<file path="config.mk">
export PLATFORM = sky130hd
export DESIGN_NAME = confirmable_retransmit_controller
export DESIGN_NICKNAME = d
export VERILOG_FILES = /design/src/hw/rtl/crc_pkg.sv /design/src/hw/rtl/crc_cfg_regs.sv /design/src/hw/rtl/crc_in_stage.sv /design/src/hw/rtl/crc_core.sv /design/src/hw/rtl/confirmable_retransmit_controller.sv
export SDC_FILE = /design/constraint.sdc
export NUM_CORES = 1
export LEC_CHECK = 0
export BUFFER_PORTS_ARGS = -buffer_cell sky130_fd_sc_hd__clkbuf_2
export CAP_MARGIN = 20
export CORE_MARGIN = 1.5
export CORE_UTILIZATION = 50
export DETAILED_ROUTE_END_ITERATION = 6
export GPL_TIMING_DRIVEN = 0
export PLACE_DENSITY_LB_ADDON = 0.12
export SYNTH_ARGS = -nofsm -noshare
export SYNTH_HDL_FRONTEND = slang
export SYNTH_SLANG_ARGS = --single-unit
</file>
<file path="constraint.sdc">
create_clock -name clk_i -period 8.3 [get_ports clk_i]
set_input_delay 0 -clock clk_i [delete_from_list [all_inputs] [get_ports clk_i]]
set_output_delay 0 -clock clk_i [all_outputs]
set_load 0.1 [all_outputs]
</file>
<file path="src/hw/rtl/crc_pkg.sv">
`timescale 1ns / 1ps
`default_nettype none

package crc_pkg;

  // event kinds on the input stream
  typedef enum logic [1:0] {
    REQ_START = 2'd0,
    REQ_TICK  = 2'd1,
    REQ_ACK   = 2'd2
  } req_e;

  // configuration register indexes
  localparam logic [7:0] CFG_ACK_TIMEOUT = 8'd0;
  localparam logic [7:0] CFG_RANDOM_SPAN = 8'd1;
  localparam logic [7:0] CFG_MAX_RETX    = 8'd2;
  localparam logic [7:0] CFG_START_ID    = 8'd3;

  // reset values of the registers
  localparam logic [15:0] ACK_TIMEOUT_RST = 16'd2000;
  localparam logic [15:0] RANDOM_SPAN_RST = 16'd1000;
  localparam logic [3:0]  MAX_RETX_RST    = 4'd4;
  localparam logic [15:0] START_ID_RST    = 16'd0;

  localparam int unsigned ID_W    = 16;
  localparam int unsigned RTT_W   = 24;
  localparam int unsigned RETRY_W = 5;
  // width of base timeout plus scaled random part
  localparam int unsigned FRESH_W = 17;

  typedef struct packed {
    logic [15:0] base_tmo;
    logic [15:0] random_span;
    logic [3:0]  max_retx;
    logic [15:0] start_id;
  } cfg_t;

  typedef struct packed {
    req_e            req;
    logic [ID_W-1:0] ack_id;
  } item_t;

  typedef struct packed {
    logic [ID_W-1:0]  send_id;
    logic             is_retx;
    logic             gave_up;
    logic             ack_matched;
    logic [RTT_W-1:0] rtt;
  } res_t;

endpackage

`default_nettype wire

</file>
<file path="src/hw/rtl/crc_cfg_regs.sv">
`timescale 1ns / 1ps
`default_nettype none

module crc_cfg_regs
  import crc_pkg::*;
(
  input  wire logic        clk_i,
  input  wire logic        rst_ni,
  input  wire logic        cfg_valid_i,
  output logic             cfg_ready_o,
  input  wire logic [7:0]  cfg_index_i,
  input  wire logic [15:0] cfg_data_i,
  output cfg_t             cfg_o
);

  cfg_t cfg_d, cfg_q;

  assign cfg_ready_o = 1'b1;

  always_comb begin
    cfg_d = cfg_q;
    if (cfg_valid_i) begin
      unique case (cfg_index_i)
        CFG_ACK_TIMEOUT: cfg_d.base_tmo    = cfg_data_i;
        CFG_RANDOM_SPAN: cfg_d.random_span = cfg_data_i;
        CFG_MAX_RETX:    cfg_d.max_retx    = cfg_data_i[3:0];
        CFG_START_ID:    cfg_d.start_id    = cfg_data_i;
        default:         cfg_d = cfg_q;  // writes past the list are dropped
      endcase
    end
  end

  always_ff @(posedge clk_i or negedge rst_ni) begin
    if (!rst_ni) begin
      cfg_q.base_tmo    <= ACK_TIMEOUT_RST;
      cfg_q.random_span <= RANDOM_SPAN_RST;
      cfg_q.max_retx    <= MAX_RETX_RST;
      cfg_q.start_id    <= START_ID_RST;
    end else begin
      cfg_q <= cfg_d;
    end
  end

  assign cfg_o = cfg_q;

endmodule

`default_nettype wire

</file>
<file path="src/hw/rtl/crc_in_stage.sv">
`timescale 1ns / 1ps
`default_nettype none

module crc_in_stage
  import crc_pkg::*;
#(
  parameter int unsigned TIMER_BITS = 24
) (
  input  wire logic                  clk_i,
  input  wire logic                  rst_ni,
  input  wire logic                  s_valid_i,
  output logic                       s_ready_o,
  input  wire logic [1:0]            s_req_i,
  input  wire logic [ID_W-1:0]       s_ack_id_i,
  input  wire logic [7:0]            s_rnd_i,
  input  wire cfg_t                  cfg_i,
  input  wire logic                  take_i,
  output logic                       valid_o,
  output item_t                      item_o,
  output logic [TIMER_BITS-1:0]      fresh_o
);

  logic                  valid_q;
  item_t                 item_q;
  logic [TIMER_BITS-1:0] fresh_d, fresh_q;
  logic [23:0]           prod;
  logic [FRESH_W-1:0]    sum;
  logic                  accept;

  // fresh timeout: base + floor(span * rnd / 256), worked out on the way in
  assign prod = cfg_i.random_span * s_rnd_i;
  assign sum  = {1'b0, cfg_i.base_tmo} + {1'b0, prod[23:8]};

  if (TIMER_BITS >= FRESH_W) begin : g_fresh_wide
    assign fresh_d = TIMER_BITS'(sum);
  end else begin : g_fresh_sat
    assign fresh_d = (|sum[FRESH_W-1:TIMER_BITS]) ? '1 : sum[TIMER_BITS-1:0];
  end

  assign s_ready_o = !valid_q || take_i;
  assign accept    = s_valid_i && s_ready_o;

  always_ff @(posedge clk_i or negedge rst_ni) begin
    if (!rst_ni) begin
      valid_q <= 1'b0;
    end else if (accept) begin
      valid_q <= 1'b1;
    end else if (take_i) begin
      valid_q <= 1'b0;
    end
  end

  always_ff @(posedge clk_i) begin
    if (accept) begin
      item_q.req    <= req_e'(s_req_i);
      item_q.ack_id <= s_ack_id_i;
      fresh_q       <= fresh_d;
    end
  end

  assign valid_o = valid_q;
  assign item_o  = item_q;
  assign fresh_o = fresh_q;

endmodule

`default_nettype wire

</file>
<file path="src/hw/rtl/crc_core.sv">
`timescale 1ns / 1ps
`default_nettype none

module crc_core
  import crc_pkg::*;
#(
  parameter int unsigned TIMER_BITS = 24
) (
  input  wire logic             clk_i,
  input  wire logic             rst_ni,
  input  wire cfg_t             cfg_i,
  input  wire logic             in_valid_i,
  input  wire item_t            item_i,
  input  wire logic [TIMER_BITS-1:0] fresh_i,
  output logic                  take_o,
  output logic                  out_valid_o,
  input  wire logic             out_ready_i,
  output res_t                  res_o
);

  localparam logic [TIMER_BITS-1:0] TMAX = '1;
  localparam logic [TIMER_BITS-1:0] TONE = TIMER_BITS'(1);

  logic [ID_W-1:0]       id_d, id_q;
  logic [RETRY_W-1:0]    retry_d, retry_q;
  logic [TIMER_BITS-1:0] tlen_d, tlen_q;
  logic [TIMER_BITS-1:0] trem_d, trem_q;
  logic [TIMER_BITS-1:0] elap_d, elap_q;
  logic                  run_d, run_q;

  logic                  out_valid_q;
  res_t                  out_q;

  logic [TIMER_BITS-1:0] dbl;
  logic [TIMER_BITS-1:0] elap_inc;
  logic [RETRY_W-1:0]    retry_inc;
  logic [ID_W-1:0]       id_inc;
  logic [RTT_W-1:0]      rtt_sat;
  logic                  emit;
  res_t                  res;

  assign dbl       = tlen_q[TIMER_BITS-1] ? TMAX : {tlen_q[TIMER_BITS-2:0], 1'b0};
  assign elap_inc  = (elap_q == TMAX) ? elap_q : elap_q + TONE;
  assign retry_inc = retry_q + RETRY_W'(1);
  assign id_inc    = id_q + ID_W'(1);

  if (TIMER_BITS <= RTT_W) begin : g_rtt_narrow
    assign rtt_sat = RTT_W'(elap_q);
  end else begin : g_rtt_sat
    assign rtt_sat = (|elap_q[TIMER_BITS-1:RTT_W]) ? '1 : elap_q[RTT_W-1:0];
  end

  // one item goes through when the result register is free or being drained
  assign take_o = in_valid_i && (!out_valid_q || out_ready_i);

  always_comb begin
    id_d    = id_q;
    retry_d = retry_q;
    tlen_d  = tlen_q;
    trem_d  = trem_q;
    elap_d  = elap_q;
    run_d   = run_q;
    emit    = 1'b0;
    res     = '0;
    res.send_id = id_q;
    unique case (item_i.req)
      REQ_START: begin
        id_d        = cfg_i.start_id;
        tlen_d      = fresh_i;
        trem_d      = fresh_i;
        elap_d      = '0;
        retry_d     = '0;
        run_d       = 1'b1;
        emit        = 1'b1;
        res.send_id = cfg_i.start_id;
      end
      REQ_TICK: begin
        if (run_q) begin
          elap_d = elap_inc;
          if (trem_q > TONE) begin
            trem_d = trem_q - TONE;
          end else if (retry_inc <= {1'b0, cfg_i.max_retx}) begin
            // timer expired, still within the limit: resend
            retry_d     = retry_inc;
            tlen_d      = dbl;
            trem_d      = dbl;
            emit        = 1'b1;
            res.is_retx = 1'b1;
          end else begin
            // limit passed: drop this ID and move on
            id_d        = id_inc;
            tlen_d      = fresh_i;
            trem_d      = fresh_i;
            elap_d      = '0;
            retry_d     = '0;
            emit        = 1'b1;
            res.send_id = id_inc;
            res.gave_up = 1'b1;
          end
        end
      end
      REQ_ACK: begin
        if (run_q) begin
          emit = 1'b1;
          if (item_i.ack_id == id_q) begin
            id_d            = id_inc;
            tlen_d          = fresh_i;
            trem_d          = fresh_i;
            elap_d          = '0;
            retry_d         = '0;
            res.send_id     = id_inc;
            res.ack_matched = 1'b1;
            res.rtt         = rtt_sat;
          end else begin
            // stale ack: resend with a doubled timer, count untouched
            tlen_d      = dbl;
            trem_d      = dbl;
            res.is_retx = 1'b1;
          end
        end
      end
      default: begin
        emit = 1'b0;  // unused kind
      end
    endcase
  end

  always_ff @(posedge clk_i or negedge rst_ni) begin
    if (!rst_ni) begin
      id_q        <= '0;
      retry_q     <= '0;
      tlen_q      <= '0;
      trem_q      <= '0;
      elap_q      <= '0;
      run_q       <= 1'b0;
      out_valid_q <= 1'b0;
    end else begin
      if (take_o) begin
        id_q    <= id_d;
        retry_q <= retry_d;
        tlen_q  <= tlen_d;
        trem_q  <= trem_d;
        elap_q  <= elap_d;
        run_q   <= run_d;
      end
      if (take_o && emit) begin
        out_valid_q <= 1'b1;
      end else if (out_ready_i) begin
        out_valid_q <= 1'b0;
      end
    end
  end

  always_ff @(posedge clk_i) begin
    if (take_o && emit) begin
      out_q <= res;
    end
  end

  assign out_valid_o = out_valid_q;
  assign res_o       = out_q;

  // a start always puts start_id out next
  a_start_sends_start_id: assert property (@(posedge clk_i) disable iff (!rst_ni)
    take_o && item_i.req == REQ_START |=>
      out_valid_q && out_q.send_id == $past(cfg_i.start_id))
    else $error("start did not send start_id");

  // at most one of the result flags
  a_flags_exclusive: assert property (@(posedge clk_i) disable iff (!rst_ni)
    out_valid_q |-> $onehot0({out_q.is_retx, out_q.gave_up, out_q.ack_matched}))
    else $error("result flags not exclusive");

  // a tick on a running timer above one only counts it down
  a_tick_countdown: assert property (@(posedge clk_i) disable iff (!rst_ni)
    take_o && run_q && item_i.req == REQ_TICK && trem_q > TONE |=>
      trem_q == $past(trem_q) - TONE && id_q == $past(id_q))
    else $error("timer countdown broken");

  // once started the controller never goes idle again
  a_run_sticky: assert property (@(posedge clk_i) disable iff (!rst_ni)
    run_q |=> run_q)
    else $error("running flag dropped");

  // round trip only reported on a matched ack
  a_rtt_only_on_match: assert property (@(posedge clk_i) disable iff (!rst_ni)
    out_valid_q && !out_q.ack_matched |-> out_q.rtt == '0)
    else $error("round trip reported without a match");

endmodule

`default_nettype wire

</file>
<file path="src/hw/rtl/confirmable_retransmit_controller.sv">
`timescale 1ns / 1ps
`default_nettype none

// confirmable-message retransmission controller, sender side
//
// s_axis: one event per transfer, tuser carries the kind (start, tick, ack),
//   tdata the acked message ID and a random byte for a freshly armed timer
// m_axis: one send per transfer (message ID, retransmit / gave-up / matched
//   flags, round-trip ticks on a matched ack); ticks that only count the
//   timer down produce no transfer
// cfg: register writes, always ready; write only while idle
//
// path: an event lands in the input register; once the core takes it, it
//   updates the controller state and loads the result register, which
//   drives m_axis_tvalid_o; a held-off m_axis can keep the event waiting
//   in the input register in between
// throughput: one event per cycle while m_axis is not held off; the state
//   update is one pass of compare, decrement and add, and the small
//   random-span multiply sits in front of the input register
// stall: while m_axis is held off with a result waiting, the core stops and
//   s_axis_tready_o drops once the input register is full
// reset: registers return to their defaults, the controller is idle and
//   ignores ticks and acks until a start event arrives
module confirmable_retransmit_controller
  import crc_pkg::*;
#(
  parameter int unsigned TIMER_BITS = 24  // timer width, 16 to 32
) (
  input  wire logic        clk_i,
  input  wire logic        rst_ni,
  // event stream
  input  wire logic        s_axis_tvalid_i,
  output logic             s_axis_tready_o,
  input  wire logic [23:0] s_axis_tdata_i,  // [15:0] ack_id, [23:16] random_byte
  input  wire logic [1:0]  s_axis_tuser_i,  // [1:0] req_type
  // send stream
  output logic             m_axis_tvalid_o,
  input  wire logic        m_axis_tready_i,
  output logic [39:0]      m_axis_tdata_o,  // [15:0] send_id, [39:16] round_trip_ticks
  output logic [2:0]       m_axis_tuser_o,  // [0] is_retransmit, [1] gave_up,
                                            // [2] ack_matched
  // register writes
  input  wire logic        cfg_valid_i,
  output logic             cfg_ready_o,
  input  wire logic [7:0]  cfg_index_i,
  input  wire logic [15:0] cfg_data_i
);

  cfg_t                  cfg;
  logic                  take;
  logic                  item_valid;
  item_t                 item;
  logic [TIMER_BITS-1:0] fresh;
  res_t                  res;

  crc_cfg_regs u_cfg (
    .clk_i       (clk_i),
    .rst_ni      (rst_ni),
    .cfg_valid_i (cfg_valid_i),
    .cfg_ready_o (cfg_ready_o),
    .cfg_index_i (cfg_index_i),
    .cfg_data_i  (cfg_data_i),
    .cfg_o       (cfg)
  );

  // input register, also precomputes the fresh timeout
  crc_in_stage #(
    .TIMER_BITS (TIMER_BITS)
  ) u_in (
    .clk_i      (clk_i),
    .rst_ni     (rst_ni),
    .s_valid_i  (s_axis_tvalid_i),
    .s_ready_o  (s_axis_tready_o),
    .s_req_i    (s_axis_tuser_i),
    .s_ack_id_i (s_axis_tdata_i[15:0]),
    .s_rnd_i    (s_axis_tdata_i[23:16]),
    .cfg_i      (cfg),
    .take_i     (take),
    .valid_o    (item_valid),
    .item_o     (item),
    .fresh_o    (fresh)
  );

  // state update and result register
  crc_core #(
    .TIMER_BITS (TIMER_BITS)
  ) u_core (
    .clk_i       (clk_i),
    .rst_ni      (rst_ni),
    .cfg_i       (cfg),
    .in_valid_i  (item_valid),
    .item_i      (item),
    .fresh_i     (fresh),
    .take_o      (take),
    .out_valid_o (m_axis_tvalid_o),
    .out_ready_i (m_axis_tready_i),
    .res_o       (res)
  );

  assign m_axis_tdata_o = {res.rtt, res.send_id};
  assign m_axis_tuser_o = {res.ack_matched, res.gave_up, res.is_retx};

endmodule

`default_nettype wire
</file>
# Word-level counts from Yosys, hierarchy flattened
# Index checks and enable logic that the tools add are counted.
# word_totals
reg_bits	226
input_bits	55
# classes
n_addsub	5
multipliers	1
order_cmp	2
n_eq_ne	11
mux	46
n_bitwise	2
n_reduce_logical	24
# ops
cell	n
$mux W24	14
$pmux W24 S3	3
$pmux W16 S3	2
$mux W16	5
$mux W18	2
$mux W25	1
$mux W5	5
$add A24 B1 Y24 const B	1
$eq A24 B24 Y1 const B	1
$gt A24 B1 Y1 const B	1
$mul A16 B8 Y24	1
$sub A24 B1 Y24 const B	1
$add A16 B16 Y17	1
$mux W17	1
$add A16 B1 Y16 const B	1
$eq A16 B16 Y1	1
$eq A8 B2 Y1 const B	2
$pmux W5 S3	1
$reduce_and A2 Y1	6
$mux W1	10
$reduce_and A5 Y1	2
$eq A8 B1 Y1 const B	1
$logic_not A8 Y1	1
$ne A2 B1 Y1 const B	3
other kinds (18)	24

# Depth between registers and ports, before layout
# logic_depth
depth_word	6
ltp_mapped	27
mapped_depth_nobuf	27

# Modules after synthesis
# Synthesis repeated with hierarchy kept, for this count alone.
# unflattened
hier_cells	1914
hier_area_um2	17580.6
# by_module_without_submodules
mod	instances	cells_per_inst	area_per_inst_um2
crc_core	1	1205	9814.4
crc_in_stage	1	593	5728.0
crc_cfg_regs	1	116	2038.2

# Worst setup path after synthesis
# OpenSTA, ideal clock, no wires.
# synth_timing
path_type	register -> register
from	register u_cfg.cfg_q (netlist bit u_cfg.cfg_o[23])
to	register u_in.fresh_q[16], in the netlist u_in.fresh_o[16] (data pin)
arrival_time_ns	6.050
setup_slack_ns	1.994
stages_incl_launch_ff	27
path_buffers	0
path_cell_list	dfstp_2 nand2_1 fa_1 fa_1 inv_1 fa_1 inv_1 fa_1 inv_1 ha_1 a21o_1 a21o_1 a41oi_1 nor2_1 o21a_1 o21a_1 nor2_1 xnor2_1 ha_1 and2_1 a31oi_1 a21oi_1 a211oi_1 o21bai_1 a21oi_1 o21ai_0 a31o_2
# synth_between
elab_chain_cells	2
# synth_rtl
element	line	source
start: declaration	crc_cfg_regs.sv:16	cfg_t cfg_d, cfg_q;
start signal: assignment	crc_cfg_regs.sv:40	cfg_q <= cfg_d;
$mul A16 B8 Y24	crc_in_stage.sv:31	assign prod = cfg_i.random_span * s_rnd_i;
$add A16 B16 Y17	crc_in_stage.sv:32	assign sum = {1'b0, cfg_i.base_tmo} + {1'b0, prod[23:8]};
via u_in.sum[16]	crc_in_stage.sv:27	logic [FRESH_W-1:0] sum;
end signal: assignment	crc_in_stage.sv:57	fresh_q <= fresh_d;
end: declaration	crc_in_stage.sv:25	logic [TIMER_BITS-1:0] fresh_d, fresh_q;
# The timed path passes the listed nets, and every way through them passes these cells.
# A chain may end at the register's enable or synchronous reset.

# Final worst setup path
# Ends and elaborated chain as after synthesis.

==> flow_summary.ini <==
[clocking]
cts_buffers = 28
cts_tree = done
ctsResizeCount = 0
htreeDepth = 1
cts_root_buffer = clkbuf_16
clk_latency_ns = 0.57
cts.sinks = 226
path_clk_slew_ns = 0.06
ctsLongestPathBuffers = 3

[critical_path]
crit_top_cell = fa_1
worstSetupPathType = flop to flop
slowest_stage = dfstp_2
critical_path.endpoint_type = flop
cp_data_arrival_time_ns = 7.40
worst_path_dominant_cell_family = adder cells
crit_buf_inv = 3
setup.worst_path.start_class = flop
cp.required_ns = 8.61
path_max_fanout = 9
cpPeakStageDelay_ns = 0.61

[drt]
wl_microns = 50200
wl_per_cell_microns = 20.5
vias = 14400
wl_met2_microns = 24100
met1Wirelength_microns = 20600
drt.antenna.violating_nets = 0
dr.first_iter.drc_count = 1054
met3WireLength_microns = 3230
drt_pre_antenna_iters = 6
post-route-drc-count = 0
top_layer = met4
vias_per_cell = 5.89

[yosys]
synth_fp_nets = 2017
syn_inst = 1808
yosysWarnings = 0
seq_area_frac_synth_pct = 36.2
synthesis.area_sq_um = 16700
async_reset_ff_share_pct = 65.5
synth_area_per_cell_sq_um = 9.25
synth_flop_cell = dfrtp_1
synth_edf_count = 78
ys_ff_latch = 226
ys_types = 81

[global_routing]
grt_pass1_vias = 14300
grt_pass1_wl_microns = 78900
grt_max_degree = 78
grt.overflow.total = 0
grt_antenna_before_repair = 0
grt_use_total_pct = 29.7

[floorplanning]
rows = 66
fp.dieW_microns = 186
ioPinCount = 101
die-area_sq_um = 34600
core_area_sq_um = 32700
floorplan.initialDensity_pct = 51.1
die_h_microns = 186

[layout]
fin_cells = 2444
fin_util_pct = 58.5
syn2layout_area_growth_pct = 14.4
drive_gt1_share_pct = 12.3
layout_commonest_cell = nand2_1
nNetsFinal = 2189
layout_common_cells = nand2_1 (163), o21ai_0 (157), nor2_1 (148)

[power_and_ir_drop]
combPwrFrac_pct = 29.8
p_sw_mw = 1.34
sequentialPowerShare_pct = 38.2
ir_worst_vdd_uv = 162
p_leak_nw = 8.43
power_mw = 3.70
p_int_mw = 2.36
p_per_area_nw_per_um2 = 193
p_sw_share_pct = 36.2
power.clock.fraction_pct = 32.0

[timing]
rsz0062_at_grt = no
min_period_over_period_pct = 85.4
fmax_mhz = 141
slew_headroom_pct = 25.4
slew_violations = 0
period_minus_slack_ns = 7.09
worst_slew_pin_slew_ns = 1.11
clock_skew_ns = 0.0135
worst_slack_ns = 1.21
finalHoldViolCount = 0
finalSetupViolations = 0
setup_tns_ns = 0

[hold_path]
min_path_type = input port to asynchronous set/reset pin

[place]
post-dp-hpwl_microns = 37800
portBuffers = 99
dp_slack_ns = 1.01
placed_cells = 2351
globalplace.congestion = 0.981

[job]
cap_violations = 0

[outcome]
status = finished, final reports clean
-- registers in the layout, summed over array words and instances, names as in the netlist, 5 cells and up --
name            flops
u_core.retry_q      5
u_core.trem_q      24
u_in.fresh_o       17
u_core.elap_q      24
u_core.tlen_q      24
u_cfg.cfg_o        52
u_core.id_q        16
u_in.item_o        18
u_core.res_o       43
-- cells by family (layout without fill, tap and decap cells) --
kind of cell / Yosys count / after routing / share of synthesized area (%)
flops: 226 / 226 / 36.2
other cells: 1 / 2 / 0.0224
mux: 60 / 60 / 3.99
buf+inv: 243 / 436 / 5.60
fa+ha+maj: 154 / 154 / 15.3
compound gates: 427 / 427 / 16.1
simple gates: 599 / 599 / 17.6
xor+xnor: 98 / 98 / 5.13
-- stage by stage --
stage                     hold WS [ns]  cell area (sq um)
after floorplan                 -0.296              16700
after global placement           0.178              17800
after detailed placement        0.0556              17800
after CTS                       0.0295              19100
after global routing            0.0666              19100
final                          0.00833              19100
-- what timing repair did --
item / in CTS / in global routing
hold buffers: 41 / 0
endpoints found under the setup margin: 0 / 0
setup buffers: 0 / 0
hold endpoints to repair: 187 / 0
-- worst reg2reg max path: stages, from the launching register on --
cell	delay (ns)
dfstp_2	0.61
nand2_1	0.10
fa_1	0.52
fa_1	0.50
inv_1	0.05
fa_1	0.53
inv_1	0.06
fa_1	0.52
inv_1	0.05
ha_1	0.32
a21o_1	0.17
a21o_1	0.16
a41oi_1	0.48
nor2_1	0.12
o21a_1	0.21
o21a_1	0.16
nor2_1	0.12
xnor2_1	0.17
ha_1	0.33
and2_1	0.19
a31oi_1	0.22
a21oi_1	0.14
a211oi_1	0.34
o21bai_1	0.10
a21oi_1	0.22
o21ai_0	0.18
a31o_2	0.28
-- worst paths after layout --
path,slack [ns],to,start,cells after the start
max in group asynchronous,7.43,u_core.elap_q[18],rst_ni,3
hold reg to reg,0.48,u_core.tlen_q[18],u_core.tlen_q[18],2
setup reg to reg,1.21,u_in.fresh_o[16],u_cfg.cfg_o[23],26
setup / recovery,1.21,u_in.fresh_o[16],u_cfg.cfg_o[23],26
hold / removal,0.008,u_core.elap_q[6],rst_ni,2
min in group clk_i,0.06,u_cfg.cfg_o[19],cfg_index_i[5],4
-- power by group through the flow --
stage	Combinational, mW	Clock [mW]	Sequential, mW
2_1_floorplan	0.683	0	1.49
3_3_place_gp	1.05	0	1.43
3_5_place_dp	1.07	0	1.43
4_1_cts	1.09	1.20	1.41
5_1_grt	1.20	1.25	1.43
6_report	1.10	1.18	1.41
-- cells in the mapped netlist (55+ instances only) --
| cell type | count | area (sq um) |
|---|---|---|
| edfxtp_1 | 78 | 2340 |
| xnor2_1 | 67 | 587 |
| fa_1 | 84 | 1680 |
| nand2_1 | 163 | 612 |
| inv_1 | 133 | 499 |
| nor2_1 | 148 | 556 |
| clkbuf_1 | 94 | 353 |
| ha_1 | 70 | 876 |
| nand3_1 | 55 | 275 |
| dfrtp_1 | 135 | 3380 |
| a21oi_1 | 96 | 480 |
| and2_1 | 89 | 557 |
| o21ai_0 | 157 | 786 |
-- area by class of cell --
type,instances,area (sq um)
fillers,2954,13600
multi-input cells,1339,9730
flip-flops and latches,226,6060
repair buffers,142,962
clock buffers,33,729
well taps,442,553
inverters,134,503
plain buffers,109,433
clock inverters,18,163
diodes,1,2.50
-- routing by layer --
| metal | GRT usage, % | vias to the layer above |
|---|---|---|
| met2 | 50.9 | 609 |
| met1 | 37.7 | 7000 |
| met3 | 3.68 | 129 |
| li1 | - | 6669 |
| met4 | 13.1 | 0 |
| met5 | 0 | - |
(Power assumes the default switching activity.)
